==> src/design/tfs_pkg.sv <==
// Shared constants and types for the telemetry frame serialiser.
// Used by every module in the design folder; depends on nothing.
package tfs_pkg;

  localparam int unsigned ByteW       = 8;
  localparam int unsigned ValueW      = 16;
  localparam int unsigned ValueCount  = 5;
  localparam int unsigned PayloadW    = ValueW * ValueCount;
  localparam int unsigned PayloadB    = PayloadW / ByteW;
  localparam int unsigned HeaderB     = 4;
  localparam int unsigned CellCount   = HeaderB + PayloadB;
  localparam int unsigned PosW        = 4;

  localparam logic [ByteW-1:0] FrameHeader  = 8'hAA;
  localparam logic [ByteW-1:0] FrameDataLen = 8'd10;
  localparam logic [ByteW-1:0] DestReset    = 8'hFF;
  localparam logic [ByteW-1:0] FrameIdReset = 8'hF1;

  localparam logic [PosW-1:0] PosLastData = 4'd13;
  localparam logic [PosW-1:0] PosSumCheck = 4'd14;
  localparam logic [PosW-1:0] PosAddCheck = 4'd15;

  typedef enum logic {
    REG_DEST_ADDRESS = 1'b0,
    REG_FRAME_ID     = 1'b1
  } reg_index_t;

  typedef struct packed {
    logic load;
    logic shift;
  } cell_ctl_t;

endpackage

==> src/design/tfs_byte_cell.sv <==
// One byte cell of the frame shift chain.
// Loads a frame byte in parallel or takes its neighbour's byte; uses tfs_pkg.
module tfs_byte_cell (
  input  logic                        clk,
  input  tfs_pkg::cell_ctl_t          ctl,
  input  logic [tfs_pkg::ByteW-1:0]   load_byte,
  input  logic [tfs_pkg::ByteW-1:0]   shift_byte,
  output logic [tfs_pkg::ByteW-1:0]   cell_byte
);

  logic [tfs_pkg::ByteW-1:0] byte_r;
  logic [tfs_pkg::ByteW-1:0] byte_nxt;

  always_comb begin
    byte_nxt = byte_r;
    if (ctl.load) begin
      byte_nxt = load_byte;
    end else if (ctl.shift) begin
      byte_nxt = shift_byte;
    end
  end

  always_ff @(posedge clk) begin
    byte_r <= byte_nxt;
  end

  assign cell_byte = byte_r;

endmodule

==> src/design/tfs_check_unit.sv <==
// Running sum and sum-of-sums check accumulator for the frame bytes.
// Cleared at each frame load; uses tfs_pkg.
module tfs_check_unit (
  input  logic                        clk,
  input  logic                        rst_n,
  input  logic                        clear,
  input  logic                        accumulate,
  input  logic [tfs_pkg::ByteW-1:0]   data_byte,
  output logic [tfs_pkg::ByteW-1:0]   sum_nxt,
  output logic [tfs_pkg::ByteW-1:0]   sum_of_sums
);

  logic [tfs_pkg::ByteW-1:0] sum_r;
  logic [tfs_pkg::ByteW-1:0] sos_r;
  logic [tfs_pkg::ByteW-1:0] sos_nxt;

  assign sum_nxt = sum_r + data_byte;
  assign sos_nxt = sos_r + sum_nxt;

  always_ff @(posedge clk) begin
    if (!rst_n || clear) begin
      sum_r <= '0;
      sos_r <= '0;
    end else if (accumulate) begin
      sum_r <= sum_nxt;
      sos_r <= sos_nxt;
    end
  end

  assign sum_of_sums = sos_r;

endmodule

==> src/design/telemetry_frame_serializer.sv <==
// Top level of the telemetry frame serialiser.
// Instantiates tfs_byte_cell and tfs_check_unit; uses tfs_pkg.
//
// Each input transaction carries five signed 16-bit values on in_tdata and
// produces one 16-byte frame on the output channel, one byte per transaction:
// header, destination, frame identifier, length, ten payload bytes (low byte
// first) and two check bytes. out_tlast marks the final check byte.
// The destination and frame identifier are set through the cfg_ write port
// and must only be changed while no frame is pending or being sent.
// An accepted item waits in a one-entry holding register and is loaded into
// a row of fourteen byte cells that shift one place towards the output per
// output transaction; the check bytes are built as the bytes leave the row.
// With an idle output an accepted item passes through the holding register
// and is then loaded into the row before its first byte appears. A new frame
// is loaded in the cycle the previous last byte is taken, so frames follow
// back to back, limited by the single-byte output channel. The next item can
// be accepted while the current frame is still being sent.
// When the receiver stalls, the current byte holds and the row stops; input
// is refused once the holding register is full. Reset empties the row and
// the holding register and restores the register defaults.
module telemetry_frame_serializer (
  input  logic                           clk,
  input  logic                           rst_n,
  // value_first [15:0] .. value_fifth [79:64]
  input  logic [tfs_pkg::PayloadW-1:0]   in_tdata,
  input  logic                           in_tvalid,
  output logic                           in_tready,
  // frame_byte [7:0]
  output logic [tfs_pkg::ByteW-1:0]      out_tdata,
  output logic                           out_tlast,
  output logic                           out_tvalid,
  input  logic                           out_tready,
  input  logic                           cfg_we,
  input  logic                           cfg_index,
  input  logic [tfs_pkg::ByteW-1:0]      cfg_wdata
);

  logic [tfs_pkg::ByteW-1:0]    dest_r;
  logic [tfs_pkg::ByteW-1:0]    frame_id_r;
  logic [tfs_pkg::PayloadW-1:0] pend_data_r;
  logic                         pend_valid_r;
  logic                         pend_valid_nxt;
  logic                         busy_r;
  logic                         busy_nxt;
  logic [tfs_pkg::PosW-1:0]     pos_r;
  logic [tfs_pkg::PosW-1:0]     pos_nxt;
  logic                         advance;
  logic                         load;
  logic                         in_accept;
  logic                         accumulate;
  logic [tfs_pkg::ByteW-1:0]    sum_nxt;
  logic [tfs_pkg::ByteW-1:0]    sum_of_sums;
  logic [tfs_pkg::ByteW-1:0]    head_shift_byte;
  tfs_pkg::cell_ctl_t           ctl;

  logic [tfs_pkg::ByteW-1:0] load_bytes  [tfs_pkg::CellCount];
  logic [tfs_pkg::ByteW-1:0] cell_bytes  [tfs_pkg::CellCount];
  logic [tfs_pkg::ByteW-1:0] shift_bytes [tfs_pkg::CellCount];

  always_ff @(posedge clk) begin
    if (!rst_n) begin
      dest_r     <= tfs_pkg::DestReset;
      frame_id_r <= tfs_pkg::FrameIdReset;
    end else if (cfg_we) begin
      unique case (tfs_pkg::reg_index_t'(cfg_index))
        tfs_pkg::REG_DEST_ADDRESS: dest_r     <= cfg_wdata;
        tfs_pkg::REG_FRAME_ID:     frame_id_r <= cfg_wdata;
        default: ;
      endcase
    end
  end

  assign advance    = busy_r && out_tready;
  assign load       = pend_valid_r && (!busy_r || (advance && pos_r == tfs_pkg::PosAddCheck));
  assign in_tready  = !pend_valid_r || load;
  assign in_accept  = in_tvalid && in_tready;
  assign accumulate = advance && (pos_r < tfs_pkg::PosSumCheck);

  always_comb begin
    pend_valid_nxt = (pend_valid_r && !load) || in_accept;
    busy_nxt       = busy_r;
    pos_nxt        = pos_r;
    if (load) begin
      busy_nxt = 1'b1;
      pos_nxt  = '0;
    end else if (advance) begin
      pos_nxt = pos_r + 1'b1;
      if (pos_r == tfs_pkg::PosAddCheck) begin
        busy_nxt = 1'b0;
      end
    end
  end

  always_ff @(posedge clk) begin
    if (!rst_n) begin
      pend_valid_r <= 1'b0;
      busy_r       <= 1'b0;
      pos_r        <= '0;
    end else begin
      pend_valid_r <= pend_valid_nxt;
      busy_r       <= busy_nxt;
      pos_r        <= pos_nxt;
    end
  end

  always_ff @(posedge clk) begin
    if (in_accept) begin
      pend_data_r <= in_tdata;
    end
  end

  assign ctl.load  = load;
  assign ctl.shift = advance;

  always_comb begin
    head_shift_byte = cell_bytes[1];
    if (pos_r == tfs_pkg::PosLastData) begin
      head_shift_byte = sum_nxt;
    end else if (pos_r == tfs_pkg::PosSumCheck) begin
      head_shift_byte = sum_of_sums;
    end
  end

  assign load_bytes[0] = tfs_pkg::FrameHeader;
  assign load_bytes[1] = dest_r;
  assign load_bytes[2] = frame_id_r;
  assign load_bytes[3] = tfs_pkg::FrameDataLen;

  for (genvar j = 0; j < tfs_pkg::PayloadB; j++) begin : g_payload
    assign load_bytes[tfs_pkg::HeaderB + j] = pend_data_r[tfs_pkg::ByteW*j +: tfs_pkg::ByteW];
  end

  assign shift_bytes[0] = head_shift_byte;
  assign shift_bytes[tfs_pkg::CellCount-1] = '0;

  for (genvar i = 1; i < tfs_pkg::CellCount - 1; i++) begin : g_link
    assign shift_bytes[i] = cell_bytes[i+1];
  end

  for (genvar i = 0; i < tfs_pkg::CellCount; i++) begin : g_cell
    tfs_byte_cell u_cell (
      .clk        (clk),
      .ctl        (ctl),
      .load_byte  (load_bytes[i]),
      .shift_byte (shift_bytes[i]),
      .cell_byte  (cell_bytes[i])
    );
  end

  tfs_check_unit u_check (
    .clk         (clk),
    .rst_n       (rst_n),
    .clear       (load),
    .accumulate  (accumulate),
    .data_byte   (cell_bytes[0]),
    .sum_nxt     (sum_nxt),
    .sum_of_sums (sum_of_sums)
  );

  assign out_tvalid = busy_r;
  assign out_tdata  = cell_bytes[0];
  assign out_tlast  = (pos_r == tfs_pkg::PosAddCheck);

endmodule

==> config.mk <==
export PLATFORM = sky130hd
export DESIGN_NAME = telemetry_frame_serializer
export DESIGN_NICKNAME = d
export VERILOG_FILES = /design/src/design/tfs_pkg.sv /design/src/design/tfs_byte_cell.sv /design/src/design/tfs_check_unit.sv /design/src/design/telemetry_frame_serializer.sv
export SDC_FILE = /design/constraint.sdc
export NUM_CORES = 1
export LEC_CHECK = 0
export BUFFER_PORTS_ARGS = -buffer_cell sky130_fd_sc_hd__buf_2
export CAP_MARGIN = 0
export CORE_UTILIZATION = 38
export CTS_CLUSTER_DIAMETER = 30
export CTS_CLUSTER_SIZE = 30
export DETAILED_ROUTE_END_ITERATION = 6
export GPL_ROUTABILITY_DRIVEN = 1
export GPL_TIMING_DRIVEN = 0
export PLACE_DENSITY = 0.67
export SLEW_MARGIN = 0
export SYNTH_ARGS = -nofsm -noshare
export SYNTH_HDL_FRONTEND = slang
export SYNTH_HIERARCHICAL = 1
export SYNTH_SLANG_ARGS = --single-unit
==> constraint.sdc <==
create_clock -name clk -period 17.5 [get_ports clk]
set_input_delay 2.625 -clock clk [delete_from_list [all_inputs] [get_ports clk]]
set_output_delay 2.625 -clock clk [all_outputs]
set_load 0.01 [all_outputs]
==> flow_summary.json <==
{
  "cts_setup_buffers": 0,
  "fin_setup_tns_ps": 0,
  "io_pins": 105,
  "clk_path_buf_depth": 3,
  "syn_area_um2": 9925,
  "slew_violations": 0,
  "setup_ws_ps": 11610,
  "critPathTopFamily": "simple AND/OR/NAND/NOR gates",
  "async_flop_share": 0,
  "layout_common_cells": "edfxtp_1 (192), mux2_4 (112), buf_2 (108)",
  "cp_max_fo": 4,
  "leakage_nw": 5.112,
  "r2r_slack_ps": 14020,
  "nNetsFinal": 895,
  "grt_first_pass_wirelength_um": 27070,
  "ys.flop_type": "edfxtp_1",
  "synth_cells": 602,
  "status": "completed",
  "cts_tree": "built",
  "grt_pass1_vias": 5403,
  "initial_core_util": 0.3907,
  "fin_skew_ps": 8.501,
  "drc_errors": 0,
  "diodes": 0,
  "layout-drive-gt1-share": 0.4007,
  "ir_worst_vdd_uv": 108.3,
  "critPathRequiredTime_ps": 14880,
  "slowest_stage": "nand4_2",
  "dp_slack_ps": 11620,
  "worst_setup_path_end_kind": "output port",
  "die_w_um": 163.6,
  "ff_latch_area_um2": 6526,
  "synth_edf_count": 192,
  "cp-start-kind": "input pin",
  "cpMostUsedCell": "buf_2",
  "antenna_left": 0,
  "power_w": 0.001681,
  "hold_buffers": 0,
  "max_freq_mhz": 169.9,
  "cts_resized": 0,
  "min_path_type": "register to register",
  "rsz0062_at_grt": "false",
  "cts_buffers": 48,
  "clkSinkCount": 230,
  "drt-initial-drc-count": 274,
  "min_period_ps": 5885,
  "die-area_um2": 26770,
  "numPortBuffers": 104,
  "clock_latency_ps": 520,
  "cts.clk_slew.worst_paths_ps": 50,
  "htreeDepth": 2,
  "fin_crit_sh": 0.3363,
  "ys_seq_elements": 230,
  "grt_util_all_layers": 0.1318,
  "path_cells": "buf_2 -> nand4_2 -> nand3_1 -> buf_2",
  "cp_num_buf_inv": 2,
  "slew_headroom": 0.5394,
  "design_area_um2": 12690,
  "hold_viol_final": 0,
  "final_common_cell": "edfxtp_1",
  "n_fill_cell": 2126,
  "synth_area_per_cell_um2": 16.49,
  "seq_area_frac_synth": 0.6576,
  "placed_cell_area_um2": 11050,
  "worst-setup-path-type": "input pin to output port",
  "viasPerCell": 4.669,
  "gr-total-overflow": 0,
  "ys_warn_count": 6,
  "first_pass_iters": 4,
  "core_region_area_um2": 25400,
  "powerDensity_nw_per_um2": 132.4,
  "grt_max_degree": 31,
  "max-cap-violations": 0,
  "die_h_um": 163.6,
  "multi_input_area_um2": 3266,
  "antenna_found_initial": 2,
  "ys_types": 48,
  "vias": 5374,
  "place.gp.congestion": 0.7902,
  "hpwl_um": 12340,
  "critPathArrivalTime_ps": 3260,
  "wl_per_cell_um": 15.32,
  "area_growth_pct": 27.89,
  "cp_slowest_stage_delay_ps": 210,
  "cts_root_buffer": "clkbuf_16",
  "wl_um": 17640,
  "placementRows": 58,
  "setup_viol": 0,
  "worst_pin_slew_ps": 690.9
}
==> cells by family (layout without fill, tap and decap cells) <==
family | count (synthesis) | in the layout | synth area share
other | 2 | 24 | 0.0007567
multiplexers | 132 | 132 | 0.1896
buffers and inverters | 34 | 231 | 0.02395
flip-flops | 230 | 230 | 0.6576
XOR/XNOR | 11 | 11 | 0.009707
AO/OA/AOI/OAI | 51 | 51 | 0.03328
adder cells (fa/ha/maj) | 19 | 19 | 0.02547
AND/OR/NAND/NOR | 123 | 123 | 0.05963
==> registers in the layout, indices dropped and copies added (netlist names) <==
signal / flops
dest_r: 8
frame_id_r: 8
g_cell.u_cell/cell_byte: 112
out_tvalid: 1
pend_data_r: 80
pend_valid_r: 1
pos_r: 4
u_check/sum_of_sums: 8
u_check/sum_r: 8
==> worst min-delay path, delay by kind of cell, from the launching register on <==
kind	cells	cell delay (ps)
and+or+nand+nor	1	50
AOI/OAI and AO/OA	1	50
DFF	1	310
==> synth_stat cells (2+ instances only) <==
cell type | instances | area [µm²]
edfxtp_1 | 192 | 5766
mux2_4 | 112 | 1682
nand2_1 | 49 | 183.9
dfxtp_1 | 38 | 760.7
mux2i_1 | 20 | 200.2
nand3_1 | 20 | 100.1
ha_1 | 17 | 212.7
a21oi_1 | 16 | 80.08
nor2_1 | 15 | 56.30
buf_6 | 14 | 157.7
or2_1 | 14 | 87.58
o21ai_0 | 13 | 65.06
inv_1 | 8 | 30.03
xnor2_1 | 7 | 61.31
clkbuf_1 | 6 | 22.52
nor3_1 | 6 | 30.03
buf_2 | 4 | 20.02
xor2_1 | 4 | 35.03
a211oi_1 | 3 | 22.52
a21o_1 | 3 | 22.52
a31oi_1 | 3 | 18.77
nand2b_1 | 3 | 18.77
nor2b_1 | 3 | 18.77
or3_1 | 3 | 18.77
and3_1 | 2 | 12.51
conb_1 | 2 | 7.510
fa_1 | 2 | 40.04
o211ai_1 | 2 | 15.01
o21bai_1 | 2 | 15.01
==> final cells by class <==
cell class	instances	area share
Sequential cell	230	0.5142
Tap cell	330	0.03253
Buffer	25	0.01607
Clock buffer	56	0.09947
Timing Repair Buffer	108	0.04791
Multi-Input combinational cell	360	0.2573
Clock inverter	33	0.02987
Inverter	9	0.002662
==> stage by stage <==
stage,utilization,hold WS (ps),cells
2_1_floorplan,-,435.9,624
3_3_place_gp,0.4307,452.3,1058
3_5_place_dp,0.4351,459.4,1062
4_1_cts,0.4997,470.0,1151
5_1_grt,0.4997,482.6,1151
6_report,0.4997,467.4,1151
==> final timing paths <==
| check | depth (start not counted) | startpoint | end |
|---|---|---|---|
| worst max register to register | 13 | g_cell[0].u_cell/cell_byte[0] | u_check/sum_of_sums[7] |
| worst min-delay path | 2 | frame_id_r[3] | frame_id_r[3] |
| worst max-delay path | 4 | out_tready | in_tready |
| worst min register to register | 2 | frame_id_r[3] | frame_id_r[3] |
==> per-layer routing <==
metal	wire length, µm	part of all wire	global-route usage	up-vias
met4	334	0.019	0.05051	2
met2	8987	0.51	0.2311	127
met5	8	0.00045	0	-
met1	7197	0.41	0.1480	2591
met3	1107	0.063	0.04241	35
li1	-	-	-	2619
==> report_power, final <==
part	internal, W	switching [W]
clock network	0.000608	0.000289
logic	0.0000686	0.0000581
registers	0.000643	0.0000137
Power figures use the tool's default switching activity.
